--- config.mk ---
export PLATFORM = sky130hd
export DESIGN_NAME = fms_ctrl
export DESIGN_NICKNAME = d
export VERILOG_FILES = /design/src/hw/rtl/fms_pkg.sv /design/src/hw/rtl/fms_ctrl.sv
export SDC_FILE = /design/constraint.sdc
export NUM_CORES = 1
export LEC_CHECK = 0
export CELL_PAD_IN_SITES_DETAIL_PLACEMENT = 0
export CELL_PAD_IN_SITES_GLOBAL_PLACEMENT = 1
export CORE_AREA = 2 2 39 41
export CTS_BUF_LIST = sky130_fd_sc_hd__clkbuf_2 sky130_fd_sc_hd__clkbuf_4 sky130_fd_sc_hd__clkbuf_8
export DETAILED_ROUTE_END_ITERATION = 16
export DIE_AREA = 0 0 41 43
export DONT_BUFFER_PORTS = 1
export PLACE_DENSITY = 0.46
export SLEW_MARGIN = 20
export SYNTH_ARGS = -nofsm -noshare
export SYNTH_HDL_FRONTEND = slang
export SYNTH_SLANG_ARGS = --single-unit
--- constraint.sdc ---
create_clock -name i_clk -period 2.9 [get_ports i_clk]
set_clock_uncertainty 0.15 [all_clocks]
set_input_delay 0.29 -clock i_clk [delete_from_list [all_inputs] [get_ports i_clk]]
set_output_delay 0.29 -clock i_clk [all_outputs]
set_load 0.01 [all_outputs]
--- src/hw/rtl/fms_pkg.sv ---
// Package for the filtered mean and standard deviation block.
// Holds register addresses, measure codes, command and status structs.
package fms_pkg;
    localparam int ACC_W       = 32;
    localparam int SQ_W        = 48;
    localparam int CNT_W       = 16;
    localparam int ADDR_W      = 4;
    localparam int SAMPLE_BITS = 16;

    localparam logic [ADDR_W-1:0] ADDR_YEAR    = 4'h0;
    localparam logic [ADDR_W-1:0] ADDR_MONTH   = 4'h4;
    localparam logic [ADDR_W-1:0] ADDR_MEASURE = 4'h8;

    localparam logic [1:0] MEAS_SPEED = 2'd0;
    localparam logic [1:0] MEAS_TEMP  = 2'd1;

    typedef struct packed {
        logic accumulate;
        logic clear;
        logic start_fin;
        logic sqrt_step;
        logic div_step;
        logic round;
        logic check;
    } t_cmd;

    typedef struct packed {
        logic zero_count;
        logic step_last;
        logic div_last;
    } t_status;
endpackage

--- src/hw/rtl/fms_ctrl.sv ---
// Controller state machine: sequences accumulation and the final calculation.
// Depends on fms_pkg.
module fms_ctrl (
    input  logic             i_clk,
    input  logic             i_rst_n,
    input  logic             i_valid,
    input  logic             i_last,
    output logic             o_stall,
    input  fms_pkg::t_status i_status,
    output fms_pkg::t_cmd    o_cmd,
    output logic             o_valid,
    output logic             o_no_data,
    input  logic             i_stall
);
    import fms_pkg::*;

    typedef enum logic [2:0] {
        S_RUN, S_START, S_SQRT, S_DIV, S_ROUND, S_CHECK, S_OUT
    } t_state;

    t_state r_state, n_state;
    logic   r_valid, r_no_data;
    logic   w_acc;

    assign o_stall = (r_state != S_RUN) || (r_valid && i_last);
    assign w_acc   = i_valid && !o_stall;

    always_comb begin
        o_cmd = '0;
        o_cmd.accumulate = w_acc;
        n_state = r_state;
        case (r_state)
            S_RUN:   if (w_acc && i_last) n_state = S_START;
            S_START: begin
                if (i_status.zero_count) begin
                    n_state = S_OUT;
                end else begin
                    o_cmd.start_fin = 1'b1;
                    n_state = S_SQRT;
                end
            end
            S_SQRT:  begin
                o_cmd.sqrt_step = 1'b1;
                if (i_status.step_last) n_state = S_DIV;
            end
            S_DIV:   begin
                o_cmd.div_step = 1'b1;
                if (i_status.div_last) n_state = S_ROUND;
            end
            S_ROUND: begin o_cmd.round = 1'b1; n_state = S_CHECK; end
            S_CHECK: begin o_cmd.check = 1'b1; n_state = S_OUT; end
            S_OUT:   begin o_cmd.clear = 1'b1; n_state = S_RUN; end
            default: n_state = S_RUN;
        endcase
    end

    always_ff @(posedge i_clk) begin
        if (!i_rst_n) begin
            r_state   <= S_RUN;
            r_valid   <= 1'b0;
            r_no_data <= 1'b0;
        end else begin
            r_state <= n_state;
            if (r_state == S_OUT) r_valid <= 1'b1;
            else if (r_valid && !i_stall) r_valid <= 1'b0;
            if (r_state == S_START) r_no_data <= i_status.zero_count;
        end
    end

    assign o_valid   = r_valid;
    assign o_no_data = r_no_data;
endmodule

* Word level (Yosys, flattened, before mapping)
Cells that the tools add are included.
** Word-level totals
- RAM bits :: 0
- Output and inout bits :: 10
- Bits of input ports :: 8
- Memory bits (read-only) :: 0
- Memories kept :: 0
- Flip-flop bits (word level) :: 5
- Latch bits :: 0
- Word-level logic and storage cells :: 37
** Operators by class
- Multiply operators :: 0
- Div/mod/pow operators :: 0
- Shift operators :: 0
- Order comparisons :: 0
- Add/sub/neg operators :: 0
- Bitwise gates (word level) :: 0
- Multiplexer cells :: 14
- Equal/unequal tests :: 9
- Reductions and logical operators :: 11
** Operators with widths (count)
- 3-bit case mux with 6 select lines :: 1
- 3-bit two-way mux :: 4
- 3-bit == test (second input constant) :: 3
- 1-bit two-way mux :: 9
- 3-bit by 2-bit == test with 1-bit output (second input constant) :: 2
- 2-bit inequality test (second input constant) :: 3
- 1-bit logical AND :: 4
- 3-bit by 1-bit == test with 1-bit output (second input constant) :: 1
- 3-bit zero test :: 1
- 3-bit AND reduction :: 1
- 3-bit nonzero test :: 1
- 1-bit zero test :: 2
- 2-bit nonzero test :: 1
- 1-bit logical OR :: 1

* Logic depth before layout (Yosys ltp)
- Depth after elaboration :: 7
- Depth in mapped cells :: 4

* Worst setup path before layout
Ideal clock, no wire load.
- Kind :: register to output
- Start :: reg r_state[1]
- End :: out o_cmd[6] (netlist name)
- Slack :: 1487 ps
- Cell stages (with the launch flop) :: 5
- Buffers on the path :: 2
- Data arrival time :: 973 ps
- Path through :: dfxtp_1 > buf_2 > nor3_1 > and3_1 > buf_4
** Between the ends
- Longest elaborated chain between the ends :: 4
** Ends and longest elaborated chain
- start: declaration :: RTL line fms_ctrl.sv:21 : t_state r_state, n_state;
- start signal: assignment :: RTL line fms_ctrl.sv:63 : r_state <= n_state;
- 3-bit nonzero test :: RTL line fms_ctrl.sv:25 : assign o_stall = (r_state != S_RUN) || (r_valid && i_last);
- 1-bit logical OR :: RTL line fms_ctrl.sv:25
- 1-bit zero test :: RTL line fms_ctrl.sv:26 : assign w_acc = i_valid && !o_stall;
- 1-bit logical AND :: RTL line fms_ctrl.sv:26
- end: declaration :: RTL line fms_ctrl.sv:10 : output fms_pkg::t_cmd o_cmd,
No other way between the ends.

==> impl_metrics.xml <==
<?xml version="1.0" encoding="UTF-8"?>
<metrics>
  <group name="power_and_ir_drop">
    <metric name="power" unit="mW">0.293</metric>
    <metric name="power.density" unit="nW/um^2">878</metric>
    <metric name="total_leakage_power" unit="nW">0.126</metric>
    <metric name="largest_voltage_drop_on_the_vdd_net" unit="mV">0.299</metric>
  </group>
  <group name="die">
    <metric name="floorplan.die.height" unit="microns">43</metric>
    <metric name="area_of_the_placeable_core" unit="sq um">1380</metric>
    <metric name="floorplan.rows" unit="">14</metric>
    <metric name="num_io_pins" unit="">18</metric>
    <metric name="dieWidth" unit="microns">41</metric>
    <metric name="floorplan.initialDensity" unit="%">22.2</metric>
    <metric name="fp.dieArea" unit="sq um">1760</metric>
  </group>
  <group name="grt">
    <metric name="number_of_antenna_violations_at_the_first_check_in_global_routing" unit="">0</metric>
    <metric name="overall_global_routing_resource_usage" unit="%">9.93</metric>
    <metric name="largest_net_degree_at_the_start_of_global_routing" unit="">11</metric>
    <metric name="grt_pass1_wl" unit="mm">1.12</metric>
    <metric name="grt.overflow.total" unit="">0</metric>
    <metric name="first_global_vias" unit="">262</metric>
  </group>
  <group name="setup_path">
    <metric name="worstSetupEndpointType" unit="">output port</metric>
    <metric name="crit_path_cell_chain" unit="">nor3b_2 -&gt; nor2b_1</metric>
    <metric name="critPathRequiredTime" unit="ns">2.46</metric>
    <metric name="crit_arrival" unit="ns">1.26</metric>
    <metric name="worst_path_max_delay_cell" unit="">sky130_fd_sc_hd__dfxtp_1</metric>
    <metric name="critical_path.top_delay_family" unit="">simple AND/OR/NAND/NOR gates</metric>
    <metric name="cp_max_fo" unit="">10</metric>
    <metric name="cp_slowest_stage_delay" unit="ns">0.49</metric>
    <metric name="critical_path.startpoint_type" unit="">flop</metric>
    <metric name="path_buf_inv" unit="">0</metric>
    <metric name="worst-setup-path-type" unit="">reg -&gt; out</metric>
  </group>
  <group name="yosys">
    <metric name="yosys.cell_count.top_type" unit="">sky130_fd_sc_hd__nand2_1</metric>
    <metric name="synthCells" unit="">39</metric>
    <metric name="post_synth_main_area_contributors" unit="">sky130_fd_sc_hd__dfxtp_1 33%, sky130_fd_sc_hd__nand2_1 7.3%, sky130_fd_sc_hd__nor3b_1 4.9%</metric>
    <metric name="post_synth_top_area_share" unit="%">32.5</metric>
    <metric name="cell_accounting_for_the_most_synthesized_area" unit="">sky130_fd_sc_hd__dfxtp_1</metric>
    <metric name="synth_top_flop_cell" unit="">sky130_fd_sc_hd__dfxtp_1</metric>
    <metric name="yosys_register_bits" unit="">5</metric>
    <metric name="synth_async_sr_flop_share" unit="%">0</metric>
    <metric name="synth-adder-area-share" unit="%">0</metric>
    <metric name="post_synth_xor_area_fraction" unit="%">0</metric>
    <metric name="synth.distinct_cells" unit="">21</metric>
    <metric name="synth_compound_gate_area_share" unit="%">16.3</metric>
    <metric name="synth.cells.most_frequent" unit="">6 x sky130_fd_sc_hd__nand2_1, 5 x sky130_fd_sc_hd__dfxtp_1, 3 x sky130_fd_sc_hd__nor2_1</metric>
    <metric name="synth_top_family_by_area" unit="">simple AND/OR/NAND/NOR gates</metric>
    <metric name="synth.area.mux_share" unit="%">3.25</metric>
    <metric name="synth_area" unit="sq um">308</metric>
    <metric name="number_of_enable_type_register_cells_in_the_synthesized_netlist" unit="">0</metric>
    <metric name="synth-seq-area-share" unit="%">32.5</metric>
    <metric name="mean_syn_cell_area" unit="sq um">7.89</metric>
    <metric name="count_of_warnings_emitted_by_yosys" unit="">0</metric>
    <metric name="synthSimpleGateAreaFrac" unit="%">39.0</metric>
    <metric name="synth_fp_nets" unit="">47</metric>
  </group>
  <group name="cts">
    <metric name="cts.repair.resized" unit="">0</metric>
    <metric name="cts.path.max_buffers" unit="">2</metric>
    <metric name="cts_root_buffer" unit="">sky130_fd_sc_hd__clkbuf_4</metric>
    <metric name="clk_transition_reported_paths" unit="ns">0.04</metric>
    <metric name="clk_latency" unit="ns">0.24</metric>
    <metric name="clock_sinks" unit="">5</metric>
    <metric name="cts_buffers" unit="">3</metric>
    <metric name="cts-htree-levels" unit="">1</metric>
    <metric name="tritoncts" unit="">done</metric>
    <metric name="post_cts_hold_buffer_count" unit="">0</metric>
    <metric name="cts_setup_buffers" unit="">0</metric>
  </group>
  <group name="place">
    <metric name="port_buffers" unit="">0</metric>
    <metric name="placed_cell_count" unit="">52</metric>
    <metric name="routabilityCongestion" unit="">0.766</metric>
    <metric name="detailed_place_hpwl" unit="microns">579</metric>
  </group>
  <group name="sta">
    <metric name="report.final.hold_viol_count" unit="">0</metric>
    <metric name="post_route_worst_hold_slack" unit="ns">0.0252</metric>
    <metric name="post-route-period-util" unit="%">58.5</metric>
    <metric name="timing.final.max_slew_violations" unit="">0</metric>
    <metric name="max_slew.worst_pin.slew" unit="ns">0.402</metric>
    <metric name="rsz0062_at_grt" unit="">false</metric>
    <metric name="achievable-frequency" unit="MHz">590</metric>
    <metric name="timing.slew.headroom" unit="%">73.1</metric>
    <metric name="tns" unit="ns">0</metric>
    <metric name="period_minus_slack" unit="ns">1.70</metric>
    <metric name="setup_viol" unit="">0</metric>
  </group>
  <group name="detailed_routing">
    <metric name="drc" unit="">0</metric>
    <metric name="finalWirelength" unit="microns">717</metric>
    <metric name="vias_per_cell" unit="">4.84</metric>
    <metric name="wire_per_inst" unit="microns">12.8</metric>
    <metric name="ant_nets" unit="">0</metric>
    <metric name="firstDrtPassIters" unit="">2</metric>
    <metric name="route.vias.total" unit="">271</metric>
    <metric name="drt_iter0_markers" unit="">2</metric>
  </group>
  <group name="outcome">
    <metric name="run_status" unit="">finished clean</metric>
  </group>
  <group name="layout">
    <metric name="antenna-diode-count" unit="">0</metric>
    <metric name="final-instance-count-excl-fill" unit="">56</metric>
    <metric name="layout-drive-gt1-share" unit="%">12.5</metric>
    <metric name="layout.core_utilization" unit="%">24.1</metric>
    <metric name="nets" unit="">49</metric>
    <metric name="sequential_cell_area" unit="sq um">100</metric>
    <metric name="multi_input_area" unit="sq um">180</metric>
    <metric name="layout-area-overhead-vs-synth" unit="%">8.54</metric>
    <metric name="fillerInstances" unit="">161</metric>
  </group>
  <group name="min_path">
    <metric name="worst_hold_path_type" unit="">in -&gt; reg</metric>
  </group>
  <group name="flow_run">
    <metric name="max_cap_viol_count" unit="">0</metric>
  </group>
</metrics>
[final timing paths]
path / start / endpoint / slack (ns) / depth (start not counted)
max reg2reg: r_state[0] / r_state[0] / 1.56 / 3
min reg2reg: o_no_data / o_no_data / 0.42 / 2
max: r_state[0] / o_cmd[4] / 1.20 / 2
min: i_rst_n / r_state[2] / 0.03 / 1
[sequential cells by signal (all words and copies together), names as in the netlist]
name       flops
r_state        3
o_no_data      1
o_valid        1
[where the power goes]
| part | leakage (nW) | total [mW] | internal, mW | switching [mW] |
|---|---|---|---|---|
| sequential | 0.0409 | 0.115 | 0.0839 | 0.0308 |
| clock | 0.0184 | 0.0880 | 0.0612 | 0.0268 |
| combinational | 0.0671 | 0.0906 | 0.0398 | 0.0508 |
[through the flow]
stage / cell area (sq um) / setup WS (ns)
after floorplan: 308 / 1.49
after global placement: 304 / 1.43
after detailed placement: 304 / 1.45
after CTS: 334 / 1.18
after global routing: 334 / 1.09
final: 334 / 1.20
[routing by layer]
layer	GRT usage (%)	share of wire, %	vias to the layer above
met3	10.5	16	2
met1	10.6	37	119
met5	0	0	-
met2	12.5	45	14
li1	-	-	136
met4	4.00	1.4	0
[placed cells by master, fill, tap and decap left out]
cell type                   n
sky130_fd_sc_hd__a21oi_1    2
sky130_fd_sc_hd__and2_1     2
sky130_fd_sc_hd__and3_1     1
sky130_fd_sc_hd__clkbuf_4   4
sky130_fd_sc_hd__dfxtp_1    5
sky130_fd_sc_hd__inv_1      1
sky130_fd_sc_hd__mux2i_1    1
sky130_fd_sc_hd__nand2_1    6
sky130_fd_sc_hd__nand2b_1   2
sky130_fd_sc_hd__nor2_1     3
sky130_fd_sc_hd__nor2b_1    2
sky130_fd_sc_hd__nor3_1     1
sky130_fd_sc_hd__nor3b_1    2
sky130_fd_sc_hd__nor3b_2    1
sky130_fd_sc_hd__o2111ai_1  1
sky130_fd_sc_hd__o21a_1     2
sky130_fd_sc_hd__o21ai_0    2
sky130_fd_sc_hd__o22ai_1    1
sky130_fd_sc_hd__or4b_1     1
[worst register-to-register path, stage by stage (launching register included)]
cell                      delay, ns
sky130_fd_sc_hd__dfxtp_1       0.49
sky130_fd_sc_hd__nand2_1       0.07
sky130_fd_sc_hd__or4b_1        0.47
sky130_fd_sc_hd__o21ai_0       0.08
[final cells by class]
class	count	area share, %
Sequential cell	5	30.0
Multi-Input combinational cell	30	53.9
Inverter	1	1.12
Clock buffer	4	8.99
Tap cell	16	5.99
[cells by family after synthesis]
group                  after synthesis
buffers and inverters                4
AND/OR/NAND/NOR                     21
flip-flops                           5
multiplexers                         1
AO/OA/AOI/OAI                        8
No activity file was read; power rests on OpenSTA's default activity.
